==> config.mk <==
export PLATFORM = sky130hd
export DESIGN_NAME = three_joint_linear_interpolator
export DESIGN_NICKNAME = d
export VERILOG_FILES = /design/src/tjli_pkg.sv /design/src/tjli_div.sv /design/src/three_joint_linear_interpolator.sv
export SDC_FILE = /design/constraint.sdc
export NUM_CORES = 1
export LEC_CHECK = 0
export BUFFER_PORTS_ARGS = -buffer_cell sky130_fd_sc_hd__buf_2
export CAP_MARGIN = 20
export CORE_AREA = 10 10 190 192
export DETAILED_ROUTE_END_ITERATION = 8
export DIE_AREA = 0 0 200 202
export PLACE_DENSITY = 0.74
export REMOVE_ABC_BUFFERS = 1
export SLEW_MARGIN = 30
export SYNTH_ARGS = -nofsm -noshare
export SYNTH_HDL_FRONTEND = slang
export SYNTH_SLANG_ARGS = --single-unit
==> constraint.sdc <==
create_clock -name clk -period 11.2 [get_ports clk]
set_input_delay 1.12 -clock clk [delete_from_list [all_inputs] [get_ports clk]]
set_output_delay 1.12 -clock clk [all_outputs]
set_load 0.01 [all_outputs]
==> src/tjli_pkg.sv <==
// Package for the three-joint linear interpolator.
// Holds widths, angle constants, the sequencer state type and the divider request
// and response structs. No dependencies.
`default_nettype none

package tjli_pkg;

	localparam int AngleW    = 14;
	localparam int TargetW   = 16;
	localparam int StepW     = 6;
	localparam int HoldW     = 16;
	localparam int AccFracW  = 8;
	localparam int MagW      = AngleW + AccFracW;   // dividend magnitude width
	localparam int IncW      = MagW + 1;            // signed increment width
	localparam int DivCntW   = $clog2(MagW + 1);
	localparam int JointN    = 3;
	localparam int JointIdxW = 2;
	localparam int InDataW   = 72;
	localparam int OutDataW  = 64;

	localparam logic [StepW-1:0]   MaxSteps  = StepW'(63);
	localparam logic [AngleW-1:0]  AngleHome = AngleW'(90 << 6);
	localparam logic [TargetW-1:0] AngleMax  = TargetW'(180 << 6);
	localparam logic [JointIdxW-1:0] LastJoint = JointIdxW'(JointN - 1);

	typedef enum logic [2:0] {
		ST_IDLE,
		ST_DIV_START,
		ST_DIV_WAIT,
		ST_EMIT,
		ST_LAST
	} tjli_state_t;

	typedef struct packed {
		logic              start;
		logic              neg;
		logic [MagW-1:0]   mag;
		logic [StepW-1:0]  divisor;
	} div_req_t;

	typedef struct packed {
		logic                   done;
		logic signed [IncW-1:0] quot;
	} div_rsp_t;

endpackage

`default_nettype wire

==> src/tjli_div.sv <==
// Restoring divider, one quotient bit per cycle, truncating toward zero.
// Used in turn for all three joint increments. Depends on tjli_pkg.
`default_nettype none

module tjli_div (
	input  wire logic              clk,
	input  wire logic              arst_n,
	input  wire tjli_pkg::div_req_t req,
	output tjli_pkg::div_rsp_t      rsp
);

	logic [tjli_pkg::MagW-1:0]    work_q;
	logic [tjli_pkg::StepW-1:0]   rem_q;
	logic [tjli_pkg::StepW-1:0]   div_q;
	logic [tjli_pkg::DivCntW-1:0] cnt_q;
	logic                         neg_q;
	logic                         run_q;
	logic                         done_q;
	logic [tjli_pkg::StepW:0]     trial;
	logic                         ge;
	logic [tjli_pkg::StepW:0]     diff;

	// Bring down the next dividend bit and try to subtract the divisor.
	always_comb begin
		trial = {rem_q, work_q[tjli_pkg::MagW-1]};
		ge    = trial >= {1'b0, div_q};
		diff  = trial - {1'b0, div_q};
	end

	always_ff @(posedge clk or negedge arst_n) begin
		if (!arst_n) begin
			run_q  <= 1'b0;
			done_q <= 1'b0;
			cnt_q  <= '0;
		end else begin
			done_q <= run_q && (cnt_q == tjli_pkg::DivCntW'(1));
			if (req.start) begin
				run_q <= 1'b1;
				cnt_q <= tjli_pkg::DivCntW'(tjli_pkg::MagW);
			end else if (run_q) begin
				cnt_q <= cnt_q - tjli_pkg::DivCntW'(1);
				if (cnt_q == tjli_pkg::DivCntW'(1)) begin
					run_q <= 1'b0;
				end
			end
		end
	end

	always_ff @(posedge clk) begin
		if (req.start) begin
			work_q <= req.mag;
			rem_q  <= '0;
			div_q  <= req.divisor;
			neg_q  <= req.neg;
		end else if (run_q) begin
			work_q <= {work_q[tjli_pkg::MagW-2:0], ge};
			rem_q  <= ge ? diff[tjli_pkg::StepW-1:0] : trial[tjli_pkg::StepW-1:0];
		end
	end

	always_comb begin
		rsp.done = done_q;
		rsp.quot = neg_q ? -$signed({1'b0, work_q}) : $signed({1'b0, work_q});
	end

endmodule

`default_nettype wire

==> src/three_joint_linear_interpolator.sv <==
// Three-joint linear interpolator, top level.
// Depends on tjli_pkg and tjli_div.
//
// Usage: the slave stream takes one command word: three joint targets, a step
// count and a hold time. The master stream gives step_count intermediate
// positions carrying the hold time, then the exact target with tlast set and
// a hold of zero. A command with any target outside 0 to 180 degrees gives no
// words, leaves the stored position unchanged and frees the input at once.
//
// Timing: with a nonzero step count, the single shared divider computes the
// three joint increments one after another, each joint passing through the
// DIV_START and DIV_WAIT states, before the first word is registered. Then one
// word leaves per cycle while the receiver takes them. A direct move skips the
// divider. s_tready is high only between commands; the next command may be
// taken while the final word still waits in the output register.
//
// Reset puts every joint at ninety degrees and empties the output register.
// When the receiver stalls, the output word holds and no further word is emitted.
`default_nettype none

module three_joint_linear_interpolator (
	input  wire logic                          clk,
	input  wire logic                          arst_n,
	input  wire logic                          s_tvalid,
	output logic                               s_tready,
	// target_angle_1, target_angle_2, target_angle_3, step_count, delay_ms, zero pad
	input  wire logic [tjli_pkg::InDataW-1:0]  s_tdata,
	output logic                               m_tvalid,
	input  wire logic                          m_tready,
	// joint_angle_1, joint_angle_2, joint_angle_3, hold_ms, zero pad
	output logic [tjli_pkg::OutDataW-1:0]      m_tdata,
	output logic                               m_tlast
);

	tjli_pkg::tjli_state_t state_q, state_n;

	logic [tjli_pkg::AngleW-1:0]       cur_q  [tjli_pkg::JointN];
	logic [tjli_pkg::AngleW-1:0]       tgt_q  [tjli_pkg::JointN];
	logic [tjli_pkg::MagW-1:0]         acc_q  [tjli_pkg::JointN];
	logic signed [tjli_pkg::IncW-1:0]  inc_q  [tjli_pkg::JointN];
	logic [tjli_pkg::MagW-1:0]         acc_n  [tjli_pkg::JointN];
	logic [tjli_pkg::HoldW-1:0]        hold_q;
	logic [tjli_pkg::StepW-1:0]        steps_q;
	logic [tjli_pkg::JointIdxW-1:0]    jidx_q;
	logic                              m_tvalid_q;
	logic [tjli_pkg::OutDataW-1:0]     m_tdata_q;
	logic                              m_tlast_q;

	logic signed [tjli_pkg::TargetW-1:0] in_tgt [tjli_pkg::JointN];
	logic [tjli_pkg::StepW-1:0]          in_steps;
	logic                                in_ok;
	logic                                out_free;
	logic                                accept;
	logic                                div_start;
	logic                                load_inc;
	logic                                load_step;
	logic                                load_last;
	logic signed [tjli_pkg::AngleW:0]    jdiff;
	logic [tjli_pkg::AngleW-1:0]         jmag;

	tjli_pkg::div_req_t div_req;
	tjli_pkg::div_rsp_t div_rsp;

	always_comb begin
		for (int j = 0; j < tjli_pkg::JointN; j++) begin
			in_tgt[j] = s_tdata[j*tjli_pkg::TargetW +: tjli_pkg::TargetW];
		end
		in_steps = s_tdata[48 +: tjli_pkg::StepW];
		if (in_steps > tjli_pkg::MaxSteps) begin
			in_steps = tjli_pkg::MaxSteps;
		end
		in_ok = 1'b1;
		for (int j = 0; j < tjli_pkg::JointN; j++) begin
			if (in_tgt[j] < 0 || in_tgt[j] > $signed(tjli_pkg::AngleMax)) begin
				in_ok = 1'b0;
			end
		end
	end

	assign out_free = !m_tvalid_q || m_tready;
	assign accept   = s_tvalid && s_tready;

	// Next state.
	always_comb begin
		state_n = state_q;
		unique case (state_q)
			tjli_pkg::ST_IDLE: begin
				if (s_tvalid && in_ok) begin
					state_n = (in_steps == '0) ? tjli_pkg::ST_LAST : tjli_pkg::ST_DIV_START;
				end
			end
			tjli_pkg::ST_DIV_START: begin
				state_n = tjli_pkg::ST_DIV_WAIT;
			end
			tjli_pkg::ST_DIV_WAIT: begin
				if (div_rsp.done) begin
					state_n = (jidx_q == tjli_pkg::LastJoint) ? tjli_pkg::ST_EMIT
						: tjli_pkg::ST_DIV_START;
				end
			end
			tjli_pkg::ST_EMIT: begin
				if (out_free && steps_q == tjli_pkg::StepW'(1)) begin
					state_n = tjli_pkg::ST_LAST;
				end
			end
			tjli_pkg::ST_LAST: begin
				if (out_free) begin
					state_n = tjli_pkg::ST_IDLE;
				end
			end
			default: state_n = tjli_pkg::ST_IDLE;
		endcase
	end

	// Control outputs of the sequencer.
	always_comb begin
		s_tready  = 1'b0;
		div_start = 1'b0;
		load_inc  = 1'b0;
		load_step = 1'b0;
		load_last = 1'b0;
		unique case (state_q)
			tjli_pkg::ST_IDLE:      s_tready  = 1'b1;
			tjli_pkg::ST_DIV_START: div_start = 1'b1;
			tjli_pkg::ST_DIV_WAIT:  load_inc  = div_rsp.done;
			tjli_pkg::ST_EMIT:      load_step = out_free;
			tjli_pkg::ST_LAST:      load_last = out_free;
			default: ;
		endcase
	end

	// Distance of the joint being divided, split into sign and magnitude.
	always_comb begin
		jdiff = $signed({1'b0, tgt_q[jidx_q]}) - $signed({1'b0, cur_q[jidx_q]});
		jmag  = jdiff[tjli_pkg::AngleW] ? tjli_pkg::AngleW'(-jdiff)
			: jdiff[tjli_pkg::AngleW-1:0];
		div_req.start   = div_start;
		div_req.neg     = jdiff[tjli_pkg::AngleW];
		div_req.mag     = {jmag, {tjli_pkg::AccFracW{1'b0}}};
		div_req.divisor = steps_q;
	end

	tjli_div u_div (
		.clk    (clk),
		.arst_n (arst_n),
		.req    (div_req),
		.rsp    (div_rsp)
	);

	// The accumulator stays between the start and the target, so it is never negative.
	always_comb begin
		for (int j = 0; j < tjli_pkg::JointN; j++) begin
			acc_n[j] = tjli_pkg::MagW'($signed({1'b0, acc_q[j]}) + inc_q[j]);
		end
	end

	always_ff @(posedge clk or negedge arst_n) begin
		if (!arst_n) begin
			state_q    <= tjli_pkg::ST_IDLE;
			m_tvalid_q <= 1'b0;
			jidx_q     <= '0;
			for (int j = 0; j < tjli_pkg::JointN; j++) begin
				cur_q[j] <= tjli_pkg::AngleHome;
			end
		end else begin
			state_q <= state_n;
			if (m_tready) begin
				m_tvalid_q <= 1'b0;
			end
			if (load_step || load_last) begin
				m_tvalid_q <= 1'b1;
			end
			if (accept) begin
				jidx_q <= '0;
			end else if (load_inc) begin
				jidx_q <= jidx_q + tjli_pkg::JointIdxW'(1);
			end
			if (load_last) begin
				cur_q <= tgt_q;
			end
		end
	end

	always_ff @(posedge clk) begin
		if (accept) begin
			for (int j = 0; j < tjli_pkg::JointN; j++) begin
				tgt_q[j] <= tjli_pkg::AngleW'(in_tgt[j]);
			end
			steps_q <= in_steps;
			hold_q  <= s_tdata[54 +: tjli_pkg::HoldW];
		end
		if (load_inc) begin
			inc_q[jidx_q] <= div_rsp.quot;
			acc_q[jidx_q] <= {cur_q[jidx_q], {tjli_pkg::AccFracW{1'b0}}};
		end
		if (load_step) begin
			steps_q   <= steps_q - tjli_pkg::StepW'(1);
			acc_q     <= acc_n;
			m_tdata_q <= {6'b0, hold_q,
				acc_n[2][tjli_pkg::MagW-1 -: tjli_pkg::AngleW],
				acc_n[1][tjli_pkg::MagW-1 -: tjli_pkg::AngleW],
				acc_n[0][tjli_pkg::MagW-1 -: tjli_pkg::AngleW]};
			m_tlast_q <= 1'b0;
		end
		if (load_last) begin
			m_tdata_q <= {6'b0, {tjli_pkg::HoldW{1'b0}}, tgt_q[2], tgt_q[1], tgt_q[0]};
			m_tlast_q <= 1'b1;
		end
	end

	assign m_tvalid = m_tvalid_q;
	assign m_tdata  = m_tdata_q;
	assign m_tlast  = m_tlast_q;

endmodule

`default_nettype wire

; Word level (Yosys, flattened, before mapping)
; Memories as Yosys holds them, arrays and structs flattened.
; Index checks and enable logic that the tools add are counted.
[totals]
regBits = 279
mem_bits_rw = 69
in_bits = 76
output_inout_bits = 67
mem_count = 1
[memory_table]
columns = memory, words, width, read_ports, rd_ports_with_merged_regs, write_ports, line
row1 = inc_q, 3, 23, 3, 0, 1, three_joint_linear_interpolator.sv:40  ; logic signed [tjli_pkg::IncW-1:0] inc_q [tjli_pkg::JointN];
[classes]
add_sub_neg = 10
n_lt_le_gt_ge = 10
n_eq_ne = 11
mux = 47
bitwise_logic = 1
n_reduce_logical = 20
[op_table]
columns = operator, count
row1 = $mux W66, 2
row2 = $mux W42, 2
row3 = $mux W14, 5
row4 = $add A22 B22 Y22, 3
row5 = $bwmux W66, 1
row6 = $mux W22, 3
row7 = $bmux W14 S2, 2
row8 = $gt A16 B15 Y1 const B, 3
row9 = $lt A16 B1 Y1 const B, 3
row10 = $demux W22 S2, 1
row11 = $mux W6, 4
row12 = $mux W23, 1
row13 = $neg A22 Y23, 1
row14 = $mux W1, 15
row15 = $mux W3, 5
row16 = $pmux W3 S5, 1
row17 = $sub A14 B14 Y15, 1
row18 = $neg A14 Y14, 1
row19 = $reduce_bool A2 Y1, 6
row20 = $mux W5, 2
row21 = $ge A7 B6 Y1, 1
row22 = $eq A3 B2 Y1 const B, 2
row23 = $eq A6 B1 Y1 const B, 1
row24 = $gt A6 B6 Y1 const B, 1
row25 = other kinds (20), 32

; Depth between registers and ports, before layout
[depth]
ltp_word = 8
mapped_depth = 17
mapped_depth_nobuf = 15

; Cells and area by module
; A second synthesis with hierarchy kept.
[hier_totals]
cells_unflattened = 1547
hier_area_um2 = 17619.4
[modules_own_cells]
columns = mod, instances, cells_each, area_each_um2, seq_area_each_um2
row1 = three_joint_linear_interpolator, 1, 1324, 15113.2, 8703.3
row2 = tjli_div, 1, 223, 2506.2, 1166.1

; Worst setup path before layout
; OpenSTA, ideal clock, no wires.
[synth_path]
path_kind = register -> register
from = reg jidx_q[1] in the netlist's numbering
to = reg u_div.work_q[21] in the netlist's numbering (data pin)
arrival_ns = 3.937
required_time_ns = 10.940
path_slack_ns = 7.004
stages_incl_launch_ff = 15
path_buffers = 3
cell_sequence = dfrtp_1 -> clkbuf_1 -> clkbuf_1 -> clkbuf_1 -> mux2i_1 -> o21ai_0 -> ha_1 -> or3_1 -> o221ai_1 -> a21oi_1 -> o211a_1 -> or3_1 -> a2111oi_0 -> mux2i_1 -> nand2_1
[synth_between]
elab_chain_len = 8
elab_cells_between_ends = 11
[synth_lines]
columns = item, line
row1 = from (decl), three_joint_linear_interpolator.sv:44  ; logic [tjli_pkg::JointIdxW-1:0] jidx_q;
row2 = from (signal assigned), three_joint_linear_interpolator.sv:176  ; jidx_q <= jidx_q + tjli_pkg::JointIdxW'(1);
row3 = $not A2 Y3 (not written as such) (*), three_joint_linear_interpolator.sv:134  ; jdiff = $signed({1'b0, tgt_q[jidx_q]}) - $signed({1'b0, cur_q[jidx_q]});
row4 = $bmux W14 S2, three_joint_linear_interpolator.sv:134
row5 = $mux W14 (not written as such) (2 in series), three_joint_linear_interpolator.sv:134
row6 = $sub A14 B14 Y15 (*), three_joint_linear_interpolator.sv:134
row7 = $neg A14 Y14, three_joint_linear_interpolator.sv:135  ; jmag = jdiff[tjli_pkg::AngleW] ? tjli_pkg::AngleW'(-jdiff)
row8 = $mux W14 (*), three_joint_linear_interpolator.sv:135
row9 = $mux W22 (*), tjli_div.sv:50  ; if (req.start) begin
row10 = to (signal assigned), tjli_div.sv:51  ; work_q <= req.mag;
row11 = to (signal assigned), tjli_div.sv:56  ; work_q <= {work_q[tjli_pkg::MagW-2:0], ge};
row12 = to (decl), tjli_div.sv:12  ; logic [tjli_pkg::MagW-1:0] work_q;
; Every way passes the cells marked *; elsewhere a longest branch is shown, timed or not. The select of a mux whose other input is x is not followed.
; A chain may end at the register's enable or synchronous reset.

; Final worst setup path
[layout_path]
from = reg jidx_q[0] in the netlist's numbering
to = reg u_div.work_q[21] in the netlist's numbering (data pin)
; Same word-level chain as after synthesis.

==> run metrics <==
outcome finished, final reports clean; Top cell by count, worst path inv_1; # hold bufs at CTS 0; Yosys cell types 74; WP data arrival 5.21 ns; max-cap viol count 0; sequential cell area fraction in the yosys report 55.8%; post-cts resize count 0; Sw Ratio 19.7%; antenna violations before repair 1; number of synthesized register bits 345; Root Driver clkbuf_16; reg2reg start jidx_q[0]; most frequent cells in the layout 259 x edfxtp_1, 238 x nand2_1, 134 x buf_2; Layout Area Growth over Synthesis 13.4%; P_sw 0.512 mW; worst vdd ir 0.000147 V; Setup Skew 0.0203 ns; relative slew slack 33.9%; I/O pins 143; top post-synthesis cells by area edfxtp_1 44%, ha_1 6.6%, dfrtp_1 6.1%, nand2_1 5.1%, o21ai_0 3.6%; Post-synth EDFFs 259; post-route ant nets 0; Residual DRC 0; Critical Path Fanout Max 31; Die Width 200 µm; area post-placement 18700 µm²; CTS tree yes; FF/Latch Area 9790 µm²; Fmax 202 MHz; Ys Warns 0; Max Slew Vio Count 0; Final Hold Fails 0; Final Cell Area 19900 µm²; DR WL/cell 19.8 µm; CTS buffer count 38; CORE AREA 32300 µm²; Period Utilization, post-route 44.1%; # fillers 2610; post-synthesis cell count 1591; FF-to-FF End u_div.work_q[21]; most common cell after layout, fill and taps aside edfxtp_1; worst-skew pair later-pin latency 0.52 ns; placed insts 2122; Synth top area share 44.4%; Bufs on Longest Clock Path 3; leak pwr 7.87 nW; cells along the critical path buf_4 -> inv_1 -> nor2_2 -> buf_4 -> a21oi_1 -> inv_1 -> ha_1 -> inv_1 -> fa_1 -> a211oi_1 -> o21ai_0 -> a21oi_1 -> xor2_1 -> o2111ai_1 -> a2111oi_0 -> mux2i_1 -> nand2_1; Crit. End Element flip-flop; Final min period 4.94 ns; CP peak stage delay 0.62 ns; Clock power frac 46.5%; Antenna diodes 0; global-route wire length before repair 68.0 mm; Slowest-stage cell, CP a2111oi_0; Top FF cell, synth edfxtp_1; Worst-path clk slew 0.06 ns; Synth Cell Area 17500 µm²; CP Data Required Time 11.46 ns; total power 2.59 mW; vias in the first global route 12661; routability cong. 0.900; layout cells sized above 1 14.5%; Hold Crit Class reg2reg; Reg2Reg Setup Slack 6.26 ns; Worst Hold Margin 0.442 ns; CTS sink cnt 345; RSZ-0062 raised after global routing false; DP HPWL 30.5 mm; Hold Crit Depth 2; GRT Total Usage 21.3%; hold path startpoint m_tlast; DR pass1 iterations 5; Finish-stage setup viols 0; Post-CTS Setup Inserts 0; Via Count 12859; die height 202 µm; internal power 2.08 mW; final cell count without fillers 2191; synthesized area per cell 11.0 µm²; Vias/cell 5.87; Die Area 40400 µm²; Initial Util 54.3%; DRT iter0 DRCs 905; Synth area leader edfxtp_1; largest net degree at the start of global routing 100; PwrDens 131 nW/µm²; # nets final 1893; Buffers on Ports 134; sequential fraction of design power 52.5%; type of the worst setup path reg2reg; multi-input logic area 7410 µm²; Worst Max-Slew Pin Slew 0.991 ns; setup TNS 0 ns; grt ovf 0; H-tree depth 2; Critical Path Start Type flip-flop; WL final 43.4 mm; async set or reset register ratio after synthesis 15.9%; Hold EP m_tlast; R2R depth 17; Combinational Power Share 1.0%; num rows 66
-- power groups by stage --
stage	Clock, mW	Combinational (mW)	Sequential [mW]
3_3_place_gp	0	0.0244	1.39
3_5_place_dp	0	0.0256	1.39
6_report	1.21	0.0256	1.36
5_1_grt	1.28	0.0283	1.36
4_1_cts	1.22	0.0257	1.36
2_1_floorplan	0	0.00366	1.39
-- state kept, by name (all words and copies together) (netlist names) --
name / cells
acc_q: 66
inc_q: 66
m_tdata: 58
cur_q: 42
tgt_q: 42
u_div.work_q: 22
hold_q: 16
steps_q: 6
u_div.div_q: 6
u_div.rem_q: 6
u_div.cnt_q: 5
state_q: 3
jidx_q: 2
m_tlast: 1
m_tvalid: 1
u_div.done_q: 1
u_div.neg_q: 1
u_div.run_q: 1
-- area by class of cell --
| class | count | share of cell area (%) |
|---|---|---|
| tap | 442 | 2.78 |
| multi-input combinational | 1152 | 37.3 |
| timing repair buffer | 149 | 3.94 |
| clock buffer | 51 | 5.50 |
| sequential | 345 | 49.3 |
| clock inverter | 18 | 0.586 |
| inverter | 34 | 0.642 |
-- worst max-delay path, delay by kind of cell, from the launching register on --
kind,cells,cell delay (ns)
XOR/XNOR,1,0.43
adder cells (fa/ha/maj),2,0.59
buffers and inverters,5,1.03
AND/OR/NAND/NOR,2,0.19
multiplexers,1,0.25
AO/OA/AOI/OAI,6,1.83
flip-flops,1,0.34
-- cell usage after synthesis (6+ instances only) --
library cell and n:
dfxtp_1 31, and3_1 14, dfrtp_1 43, o21a_1 16, nand3_1 30, nand2_1 239, nor3_1 22, or2_2 10
ha_1 92, and2_1 12, a21o_1 25, o31ai_1 11, o22ai_1 42, nor4_1 10, dfstp_2 12, o21bai_1 13
or3_1 9, nor2b_1 12, nand4_1 6, a21oi_1 95, nand2b_1 15, buf_4 6, o21ai_0 125, clkbuf_1 50
a211oi_1 16, inv_1 33, edfxtp_1 259, a31oi_1 10, nor3b_1 9, nor2_1 99, xnor2_1 66, xor2_1 36
buf_1 8, mux2i_1 41
-- worst max-delay path by stage --
| stage | start | endpoint | depth (start not counted) |
|---|---|---|---|
| after floorplan | m_tready | m_tdata[7] | 6 |
| after global routing | jidx_q[0] | u_div.work_q[21] | 17 |
| after detailed placement | jidx_q[0] | u_div.work_q[21] | 17 |
| after CTS | jidx_q[0] | u_div.work_q[21] | 17 |
| after global placement | jidx_q[0] | u_div.work_q[21] | 17 |
| final | jidx_q[0] | u_div.work_q[21] | 17 |
-- routing by layer --
metal | share of wire (%) | global-route usage (%) | wire length (µm) | vias up
met1 | 44 | 29.0 | 18900 | 6205
met4 | 2.5 | 6.49 | 1090 | 0
met3 | 7.1 | 3.66 | 3090 | 78
met5 | 0 | 0 | 0 | -
met2 | 47 | 34.0 | 20300 | 460
li1 | - | - | - | 6116
-- metrics by stage --
stage	setup WS [ns]	utilization [%]
floorplan	4.78	-
global placement	6.39	57.8
detailed placement	6.33	57.8
CTS	6.31	61.5
global route	5.89	61.5
finish	6.26	61.5
-- logic make-up after synthesis --
logic type | Yosys count | synth area share (%)
XOR/XNOR | 102 | 5.10
flip-flops | 345 | 55.8
buffers and inverters | 99 | 2.26
AO/OA/AOI/OAI | 403 | 14.2
multiplexers | 42 | 2.41
other | 1 | 0.0214
AND/OR/NAND/NOR | 502 | 13.0
adder cells (fa/ha/maj) | 97 | 7.14
No activity file was read; power rests on OpenSTA's default activity.
